**config.mk**
```make
export PLATFORM = sky130hd
export DESIGN_NAME = suffix_delimited_deframer_core_flat
export DESIGN_NICKNAME = d
export VERILOG_FILES = /design/src/hdl/sdd_pkg.sv /design/src/hdl/sdd_in_if.sv /design/src/hdl/sdd_out_if.sv /design/src/hdl/suffix_delimited_deframer_core.sv /design/src/hdl/sdd_match.sv /design/src/flat_wrapper.sv
export SDC_FILE = /design/constraint.sdc
export NUM_CORES = 2
export LEC_CHECK = 0
export CAP_MARGIN = 20
export CORE_UTILIZATION = 40
export CTS_BUF_LIST = sky130_fd_sc_hd__clkbuf_4 sky130_fd_sc_hd__clkbuf_8
export CTS_CLUSTER_DIAMETER = 150
export DETAILED_ROUTE_END_ITERATION = 10
export DONT_BUFFER_PORTS = 1
export PLACE_DENSITY_LB_ADDON = 0.3
export SKIP_LAST_GASP = 1
export SLEW_MARGIN = 40
export SYNTH_ARGS = -nofsm -noshare
export SYNTH_HDL_FRONTEND = slang
export SYNTH_SLANG_ARGS = --single-unit
```
**constraint.sdc**
```tcl
create_clock -name clk -period 24.7 [get_ports clk]
set_clock_uncertainty 0.2 [all_clocks]
set_input_delay 2.47 -clock clk [delete_from_list [all_inputs] [get_ports clk]]
set_output_delay 2.47 -clock clk [all_outputs]
set_load 0.03 [all_outputs]
```
**src/hdl/sdd_pkg.sv**
```systemverilog
package sdd_pkg;

  // Defaults for the top-level parameters
  localparam int MAX_TERM_BYTES_DEF = 32;
  localparam int LENGTH_BITS_DEF    = 16;

  // Configuration port geometry
  localparam int CFG_INDEX_W = 3;
  localparam int CFG_DATA_W  = 64;
  localparam int TERM_LEN_W  = 6;
  localparam int TERM_WORDS  = 4;
  localparam int TERM_BYTES  = TERM_WORDS * CFG_DATA_W / 8;

  typedef logic [7:0] byte_t;

  // Register indexes on the configuration port
  typedef enum logic [CFG_INDEX_W-1:0] {
    REG_TERM_LENGTH = 3'd0,
    REG_TERM_WORD_A = 3'd1,
    REG_TERM_WORD_B = 3'd2,
    REG_TERM_WORD_C = 3'd3,
    REG_TERM_WORD_D = 3'd4
  } cfg_reg_t;

endpackage

```
**src/hdl/sdd_in_if.sv**
```systemverilog
interface sdd_in_if;
  import sdd_pkg::*;

  logic  valid;
  logic  ready;
  byte_t in_byte;

  modport source (output valid, output in_byte, input ready);
  modport sink   (input valid, input in_byte, output ready);
endinterface

```
**src/hdl/sdd_out_if.sv**
```systemverilog
interface sdd_out_if #(
  parameter int LENGTH_BITS = sdd_pkg::LENGTH_BITS_DEF
);
  import sdd_pkg::*;

  logic                   valid;
  logic                   ready;
  byte_t                  payload_byte;
  logic                   has_payload;
  logic                   end_of_message;
  logic [LENGTH_BITS-1:0] message_length;

  modport source (output valid, output payload_byte, output has_payload,
                  output end_of_message, output message_length, input ready);
  modport sink   (input valid, input payload_byte, input has_payload,
                  input end_of_message, input message_length, output ready);
endinterface

```
**src/hdl/suffix_delimited_deframer_core.sv**
```systemverilog
// Terminator-delimited message deframer.
// in_ch carries one received byte per transaction; out_ch carries at most one
// result per input byte: a payload byte (has_payload), an end-of-message flag
// and, with end_of_message, the saturated payload count of that message.
// The configuration port (cfg_we, cfg_index, cfg_data) sets the terminator
// length (register 0) and the terminator bytes (registers 1 to 4, 8 bytes
// each, byte i at bits 8i). Writing the length drops a partial message.
// Each message first fills a window as long as the terminator; from then on
// every byte pushes the oldest window byte out as payload. A window equal to
// the terminator ends the message.
// An input transaction passes through the input register, then one compute pass
// into the output register. Throughput: 1 byte per cycle while out_ch takes
// results, set by the one-pass window update and parallel terminator compare.
// A byte that only fills the window gives no result.
// Reset (synchronous, rst_n low): empty window, counts zero, length 1,
// terminator all zeros. When out_ch stalls, the output register holds and the
// input register fills, then in_ch.ready drops until the result is taken.
module suffix_delimited_deframer_core #(
  parameter int MAX_TERMINATOR_BYTES = sdd_pkg::MAX_TERM_BYTES_DEF,
  parameter int LENGTH_BITS          = sdd_pkg::LENGTH_BITS_DEF
) (
  input  logic                          clk,
  input  logic                          rst_n,
  input  logic                          cfg_we,
  input  logic [sdd_pkg::CFG_INDEX_W-1:0] cfg_index,
  input  logic [sdd_pkg::CFG_DATA_W-1:0]  cfg_data,
  sdd_in_if.sink                        in_ch,
  sdd_out_if.source                     out_ch
);
  import sdd_pkg::*;

  localparam int DEPTH = MAX_TERMINATOR_BYTES;
  localparam int CNT_W = $clog2(DEPTH + 1);

  // Configuration registers
  logic [TERM_LEN_W-1:0]                term_len_r;
  logic [TERM_WORDS-1:0][CFG_DATA_W-1:0] term_word_r;

  // Input stage
  logic  in_valid_r;
  byte_t in_byte_r;

  // Deframer state
  logic [DEPTH-1:0][7:0]  win_r;
  logic [CNT_W-1:0]       fill_r;
  logic [LENGTH_BITS-1:0] pc_r;

  // Output register
  logic                   out_valid_r;
  byte_t                  out_byte_r;
  logic                   out_has_r;
  logic                   out_eom_r;
  logic [LENGTH_BITS-1:0] out_len_r;

  logic                   adv;
  logic                   proc;
  logic [TERM_LEN_W-1:0]  len_clamp;
  logic [CNT_W-1:0]       len_eff;
  logic [CNT_W-1:0]       len_m1;
  logic                   filling;
  logic                   full;
  logic                   match;
  logic                   eom;
  logic [DEPTH-1:0][7:0]  win_fill;
  logic [DEPTH-1:0][7:0]  win_shift;
  logic [DEPTH-1:0][7:0]  win_nxt;
  logic [TERM_WORDS*CFG_DATA_W-1:0] term_flat;
  logic [DEPTH-1:0][7:0]  term_bytes;
  logic [LENGTH_BITS-1:0] pc_inc;
  logic [CNT_W-1:0]       fill_inc;

  // Handshake: the input stage moves on whenever the output register is empty or its result is taken
  assign adv          = !out_valid_r || out_ch.ready;
  assign proc         = in_valid_r && adv;
  assign in_ch.ready  = !in_valid_r || adv;

  // Effective terminator length, clamped to 1..DEPTH
  always_comb begin
    if (term_len_r == '0) begin
      len_clamp = TERM_LEN_W'(1);
    end else if (term_len_r > TERM_LEN_W'(DEPTH)) begin
      len_clamp = TERM_LEN_W'(DEPTH);
    end else begin
      len_clamp = term_len_r;
    end
  end
  assign len_eff = CNT_W'(len_clamp);
  assign len_m1  = len_eff - CNT_W'(1);

  // Terminator bytes in order, word 0 holding bytes 0 to 7
  assign term_flat  = term_word_r;
  assign term_bytes = term_flat[DEPTH*8-1:0];

  assign filling  = fill_r < len_eff;
  assign fill_inc = fill_r + CNT_W'(1);

  // Window candidates: fill at fill_r, or shift the active part left by one
  for (genvar i = 0; i < DEPTH; i++) begin : g_win
    localparam logic [CNT_W-1:0] IDX = CNT_W'(i);
    localparam logic [CNT_W-1:0] IP1 = CNT_W'(i + 1);
    assign win_fill[i] = (IDX == fill_r) ? in_byte_r : win_r[i];
    if (i < DEPTH - 1) begin : g_mid
      assign win_shift[i] = (IP1 < len_eff) ? win_r[i+1] :
                            (IDX == len_m1) ? in_byte_r : win_r[i];
    end else begin : g_last
      assign win_shift[i] = (IDX == len_m1) ? in_byte_r : win_r[i];
    end
  end

  assign win_nxt = filling ? win_fill : win_shift;
  assign full    = filling ? (fill_inc == len_eff) : 1'b1;

  sdd_match #(
    .DEPTH (DEPTH),
    .CNT_W (CNT_W)
  ) u_match (
    .window (win_nxt),
    .term   (term_bytes),
    .len    (len_eff),
    .match  (match)
  );

  assign eom    = full && match;
  assign pc_inc = (&pc_r) ? pc_r : pc_r + LENGTH_BITS'(1);

  // Configuration registers
  always_ff @(posedge clk) begin
    if (!rst_n) begin
      term_len_r  <= TERM_LEN_W'(1);
      term_word_r <= '0;
    end else if (cfg_we) begin
      case (cfg_reg_t'(cfg_index))
        REG_TERM_LENGTH: term_len_r     <= cfg_data[TERM_LEN_W-1:0];
        REG_TERM_WORD_A: term_word_r[0] <= cfg_data;
        REG_TERM_WORD_B: term_word_r[1] <= cfg_data;
        REG_TERM_WORD_C: term_word_r[2] <= cfg_data;
        REG_TERM_WORD_D: term_word_r[3] <= cfg_data;
        default: ;
      endcase
    end
  end

  // Input stage
  always_ff @(posedge clk) begin
    if (!rst_n) begin
      in_valid_r <= 1'b0;
    end else if (in_ch.valid && in_ch.ready) begin
      in_valid_r <= 1'b1;
    end else if (adv) begin
      in_valid_r <= 1'b0;
    end
  end

  always_ff @(posedge clk) begin
    if (in_ch.valid && in_ch.ready) begin
      in_byte_r <= in_ch.in_byte;
    end
  end

  // Window and counters
  always_ff @(posedge clk) begin
    if (!rst_n) begin
      fill_r <= '0;
      pc_r   <= '0;
    end else if (cfg_we && cfg_reg_t'(cfg_index) == REG_TERM_LENGTH) begin
      fill_r <= '0;
      pc_r   <= '0;
    end else if (proc) begin
      if (eom) begin
        fill_r <= '0;
        pc_r   <= '0;
      end else if (filling) begin
        fill_r <= fill_inc;
      end else begin
        pc_r <= pc_inc;
      end
    end
  end

  always_ff @(posedge clk) begin
    if (proc) begin
      win_r <= win_nxt;
    end
  end

  // Output register
  always_ff @(posedge clk) begin
    if (!rst_n) begin
      out_valid_r <= 1'b0;
    end else if (adv) begin
      out_valid_r <= proc && (!filling || eom);
    end
  end

  always_ff @(posedge clk) begin
    if (proc) begin
      out_byte_r <= filling ? '0 : win_r[0];
      out_has_r  <= !filling;
      out_eom_r  <= eom;
      out_len_r  <= (eom && !filling) ? pc_inc : '0;
    end
  end

  assign out_ch.valid          = out_valid_r;
  assign out_ch.payload_byte   = out_byte_r;
  assign out_ch.has_payload    = out_has_r;
  assign out_ch.end_of_message = out_eom_r;
  assign out_ch.message_length = out_len_r;

`ifndef SYNTHESIS
  // Fill count never runs past the active terminator length
  a_fill_bound: assert property (@(posedge clk) disable iff (!rst_n)
    fill_r <= len_eff) else $error("fill count beyond terminator length");

  // No payload is counted while the window is still filling
  a_pc_idle: assert property (@(posedge clk) disable iff (!rst_n)
    fill_r != len_eff |-> pc_r == '0) else $error("payload count while filling");

  // A length only accompanies an end of message
  a_len_eom: assert property (@(posedge clk) disable iff (!rst_n)
    out_valid_r && !out_eom_r |-> out_len_r == '0)
    else $error("message length without end of message");

  // An empty message reports zero length
  a_empty_len: assert property (@(posedge clk) disable iff (!rst_n)
    out_valid_r && out_eom_r && !out_has_r |-> out_len_r == '0)
    else $error("empty message with nonzero length");

  // A processed byte after fill always gives a result
  a_result: assert property (@(posedge clk) disable iff (!rst_n)
    proc && !filling |=> out_valid_r) else $error("payload byte dropped");
`endif

endmodule

```
**src/hdl/sdd_match.sv**
```systemverilog
module sdd_match #(
  parameter int DEPTH = sdd_pkg::MAX_TERM_BYTES_DEF,
  parameter int CNT_W = $clog2(DEPTH + 1)
) (
  input  logic [DEPTH-1:0][7:0] window,
  input  logic [DEPTH-1:0][7:0] term,
  input  logic [CNT_W-1:0]      len,
  output logic                  match
);
  import sdd_pkg::*;

  logic [DEPTH-1:0] byte_ok;

  // Per-byte compare; bytes at or beyond the active length always pass
  for (genvar i = 0; i < DEPTH; i++) begin : g_cmp
    localparam logic [CNT_W-1:0] IDX = CNT_W'(i);
    assign byte_ok[i] = (IDX >= len) || (window[i] == term[i]);
  end

  assign match = &byte_ok;

endmodule
```
**src/flat_wrapper.sv**
```systemverilog
// flat-port wrapper written by rule: the top's interface ports become plain ports
module suffix_delimited_deframer_core_flat import sdd_pkg::*;
#(
  parameter int MAX_TERMINATOR_BYTES = sdd_pkg::MAX_TERM_BYTES_DEF,
  parameter int LENGTH_BITS          = sdd_pkg::LENGTH_BITS_DEF
)
  (clk, rst_n, cfg_we, cfg_index, cfg_data, in_ch_valid, in_ch_in_byte, in_ch_ready, out_ch_valid, out_ch_payload_byte, out_ch_has_payload, out_ch_end_of_message, out_ch_message_length, out_ch_ready);
  sdd_in_if in_ch_i ();
  sdd_out_if #(.LENGTH_BITS(LENGTH_BITS)) out_ch_i ();
  input  logic clk;
  input  logic rst_n;
  input  logic cfg_we;
  input  logic [sdd_pkg::CFG_INDEX_W-1:0] cfg_index;
  input  logic [sdd_pkg::CFG_DATA_W-1:0] cfg_data;
  input wire logic [$bits(in_ch_i.valid)-1:0] in_ch_valid;
  input wire logic [$bits(in_ch_i.in_byte)-1:0] in_ch_in_byte;
  output wire logic [$bits(in_ch_i.ready)-1:0] in_ch_ready;
  output wire logic [$bits(out_ch_i.valid)-1:0] out_ch_valid;
  output wire logic [$bits(out_ch_i.payload_byte)-1:0] out_ch_payload_byte;
  output wire logic [$bits(out_ch_i.has_payload)-1:0] out_ch_has_payload;
  output wire logic [$bits(out_ch_i.end_of_message)-1:0] out_ch_end_of_message;
  output wire logic [$bits(out_ch_i.message_length)-1:0] out_ch_message_length;
  input wire logic [$bits(out_ch_i.ready)-1:0] out_ch_ready;
  assign in_ch_i.valid = in_ch_valid;
  assign in_ch_i.in_byte = in_ch_in_byte;
  assign in_ch_ready = in_ch_i.ready;
  assign out_ch_valid = out_ch_i.valid;
  assign out_ch_payload_byte = out_ch_i.payload_byte;
  assign out_ch_has_payload = out_ch_i.has_payload;
  assign out_ch_end_of_message = out_ch_i.end_of_message;
  assign out_ch_message_length = out_ch_i.message_length;
  assign out_ch_i.ready = out_ch_ready;
  suffix_delimited_deframer_core #(.MAX_TERMINATOR_BYTES(MAX_TERMINATOR_BYTES), .LENGTH_BITS(LENGTH_BITS)) u_core (.clk(clk), .rst_n(rst_n), .cfg_we(cfg_we), .cfg_index(cfg_index), .cfg_data(cfg_data), .in_ch(in_ch_i), .out_ch(out_ch_i));
endmodule
```
==> results.py <==
metrics = {
    "run_status": {
        "status": "completed",
    },
    "setup_path": {
        "reg2regPathDepth": 21,
        "critPathLaunchType": "register",
        "rr_endpoint": "u_core.out_ch.message_length[14]",
        "crit_type": "register to register",
        "cp_common_cell": "buf_4",
        "cp_max_fo": 91,
        "endpoint_kind": "register",
        "cp.depth": 21,
        "critPathSlowestCell": "buf_4",
        "arrival_ns": 8.20,
        "critPathLaunch": "u_core.term_len_r[2]",
        "reg2reg_slack_ns": 16.89,
        "endpoint": "u_core.out_ch.message_length[14]",
        "worst-path-buf-inv": 5,
        "cpPeakStageDelay_ns": 0.72,
        "r2r_start": "u_core.term_len_r[2]",
        "path_cells": "buf_4, nor2_2, a21oi_1, nor2_1, ha_1, nand2b_1, a21oi_2, o21ai_4, inv_6, buf_4, buf_4, mux2_2, a222oi_1, xor2_1, nand4_1, o21ai_0, and4_1, nand3_4, clkinv_4, nand2_4, a211oi_1",
        "crit_required_ns": 25.09,
        "crit_family": "buffers and inverters",
    },
    "clock_network": {
        "worstSkewPairLatency_ns": 0.80,
        "cts.hold.buffers_added": 0,
        "cts-htree-levels": 3,
        "clkTransAtPathRegs_ns": 0.07,
        "clock-sinks": 576,
        "clock_path_buffers": 3,
        "cts_setup_buffers": 0,
        "cts_resized": 0,
        "cts_tree": "yes",
        "clockRootBuffer": "clkbuf_8",
        "numCtsBuffers": 106,
    },
    "layout": {
        "fin_nets": 4703,
        "mostFrequentLayoutCells": "nand2_1 (685), a21oi_1 (403), nor2_1 (373)",
        "fin_cells": 5982,
        "area_growth_pct": 8.53,
        "fin_util": 0.437,
        "drive_gt1_frac": 0.0834,
        "fill_cells": 9559,
        "layout_commonest_cell": "nand2_1",
    },
    "logic_synthesis": {
        "mappedNetlistNets": 4901,
        "synthCells": 4810,
        "ys_warn_count": 0,
        "synthMuxAreaShare": 0.0474,
        "ys.flop_type": "edfxtp_1",
        "yosys.area.top_type": "edfxtp_1",
        "synthAdderAreaFrac": 0.00354,
        "synth_top_family_by_area": "compound AO/OA/AOI/OAI gates",
        "synth_xor_area_frac": 0.0750,
        "synthTopCellsByArea": "edfxtp_1 (22%), dfxtp_1 (15%), nand2_1 (6.6%)",
        "synthSimpleGateAreaFrac": 0.192,
        "yosysTopAreaCellShare": 0.224,
        "async_flop_share": 0,
        "synth-edff-count": 290,
        "synth.ff_latch_count": 576,
        "syn-cell-area_um2": 38900,
        "avgSynthCellArea_um2": 8.08,
        "synth_compound_area_frac": 0.259,
        "yosysSeqAreaShare": 0.371,
        "ys_types": 100,
    },
    "min_path": {
        "hold_path.class": "register to register",
        "worstHoldPathCells": 2,
    },
    "grt": {
        "grt_pass1_wl_um": 241000,
        "gr-usage-all-layers": 0.326,
        "grt_max_degree": 267,
        "antenna_found_initial": 6,
        "grt_pass1_vias": 35500,
        "overflow": 0,
    },
    "drt": {
        "dr.pass1.iters": 8,
        "drt_iter0_markers": 5923,
        "drc": 0,
        "wl_um": 167000,
        "ant_nets": 0,
        "wl_per_cell_um": 27.9,
        "via_per_inst": 6.53,
        "vias": 39000,
    },
    "timing": {
        "fmax_mhz": 128,
        "relSlewSlack": 0.171,
        "worst-slew-pin-transition_ns": 1.24,
        "hold_viol": 0,
        "tns_ns": 0,
        "period_minus_slack_ns": 7.81,
        "period_share": 0.316,
        "drv_slew": 0,
        "rsz0062_at_grt": "false",
        "setup_viol": 0,
    },
    "floorplan": {
        "rows": 114,
        "core_um2": 96600,
        "die_h_um": 314,
        "ios": 108,
        "fp.dieW_um": 314,
        "start_util": 0.403,
        "die_area_um2": 98500,
    },
    "pwr": {
        "p_per_area_nw_per_um2": 62.6,
        "p_total_mw": 2.64,
        "p_leak_nw": 14.1,
        "ir_drop_v": 0.0000443,
    },
    "flow_run": {
        "cap_violations": 0,
    },
    "place": {
        "hpwlAfterDp_um": 113000,
        "gp_congestion": 0.979,
        "dpl.cell_count": 5780,
        "portBuffers": 0,
    },
}
[tightest hold or removal path, stage by stage, from the launching register on]
cell and delay [ns]:
dfxtp_1 0.31, nand2_1 0.04, a21boi_0 0.06
[power breakdown]
group	internal, mW	total, mW	switching (mW)	leakage (nW)
clock	0.578	1.04	0.458	1.26
combinational	0.160	0.464	0.304	7.83
sequential	1.07	1.14	0.0702	5.05
total	1.81	2.64	0.833	14.1
[cell type report]
class / instances / area (um^2) / share of cell area
clock inverter: 32 / 263 / 0.00623
sequential: 576 / 14400 / 0.342
timing repair buffer: 95 / 771 / 0.0183
clock buffer: 167 / 2090 / 0.0496
inverter: 109 / 427 / 0.0101
antenna: 3 / 7.51 / 0.000178
tap: 1276 / 1600 / 0.0378
multi-input combinational: 3724 / 22600 / 0.536
[cell usage after synthesis (18+ instances only)]
cell type / number
clkbuf_1: 318
a211oi_1: 57
or3_1: 24
o21ai_0: 248
mux2i_1: 175
nor3_1: 145
nand2_1: 685
a2111oi_0: 18
o221ai_1: 28
inv_1: 106
and3_1: 24
buf_1: 32
a31oi_1: 155
xnor2_1: 183
nand3_1: 180
and2_1: 27
a21boi_0: 277
nor2_1: 378
a21oi_1: 406
dfxtp_1: 286
o22ai_1: 76
buf_2: 40
a22oi_1: 24
o211ai_1: 18
xor2_1: 150
edfxtp_1: 290
o31ai_1: 34
nor4_1: 39
nand4_1: 35
[stage by stage]
stage	setup WS (ns)	hold WS, ns	cell area, um^2
after floorplan	14.59	0.243	38900
after global placement	17.27	0.251	39700
after detailed placement	17.09	0.258	39800
after CTS	17.00	0.266	42200
after global routing	16.58	0.304	42200
final	16.89	0.266	42200
[worst min-delay path by stage]
stage / from / end / slack, ns
after floorplan: u_core.term_bytes[138] / u_core.term_bytes[138] / 0.24
after global placement: u_core.term_bytes[141] / u_core.term_bytes[141] / 0.25
after detailed placement: u_core.term_bytes[138] / u_core.term_bytes[138] / 0.26
after CTS: u_core.term_bytes[141] / u_core.term_bytes[141] / 0.27
after global routing: u_core.term_bytes[80] / u_core.term_bytes[80] / 0.30
final: u_core.term_bytes[141] / u_core.term_bytes[141] / 0.27
[sequential cells by signal, indices dropped and copies added, names as in the netlist]
register,cells
u_core.in_byte_r,8
u_core.term_bytes,256
u_core.term_len_r,6
u_core.out_ch.end_of_message,1
u_core.pc_r,16
u_core.out_ch.valid,1
u_core.fill_r,6
u_core.win_r,256
u_core.out_ch.payload_byte,8
u_core.out_ch.message_length,16
u_core.in_valid_r,1
u_core.out_ch.has_payload,1
[per-layer routing]
metal	vias to the layer above	wire, um	global-route usage
li1	17200	-	-
met1	18700	65900	0.437
met2	2658	69900	0.477
met3	558	19800	0.0740
met4	4	11200	0.197
met5	-	23	0
[cell families (layout without fill, tap and decap cells)]
kind of cell    after synthesis  in the layout
buf+inv                     510            403
flops                       576            576
compound gates             1545           1545
other cells                   0              3
xor+xnor                    333            333
simple gates               1652           1652
fa+ha+maj                    11             11
mux                         183            183
Power figures use the tool's default switching activity.
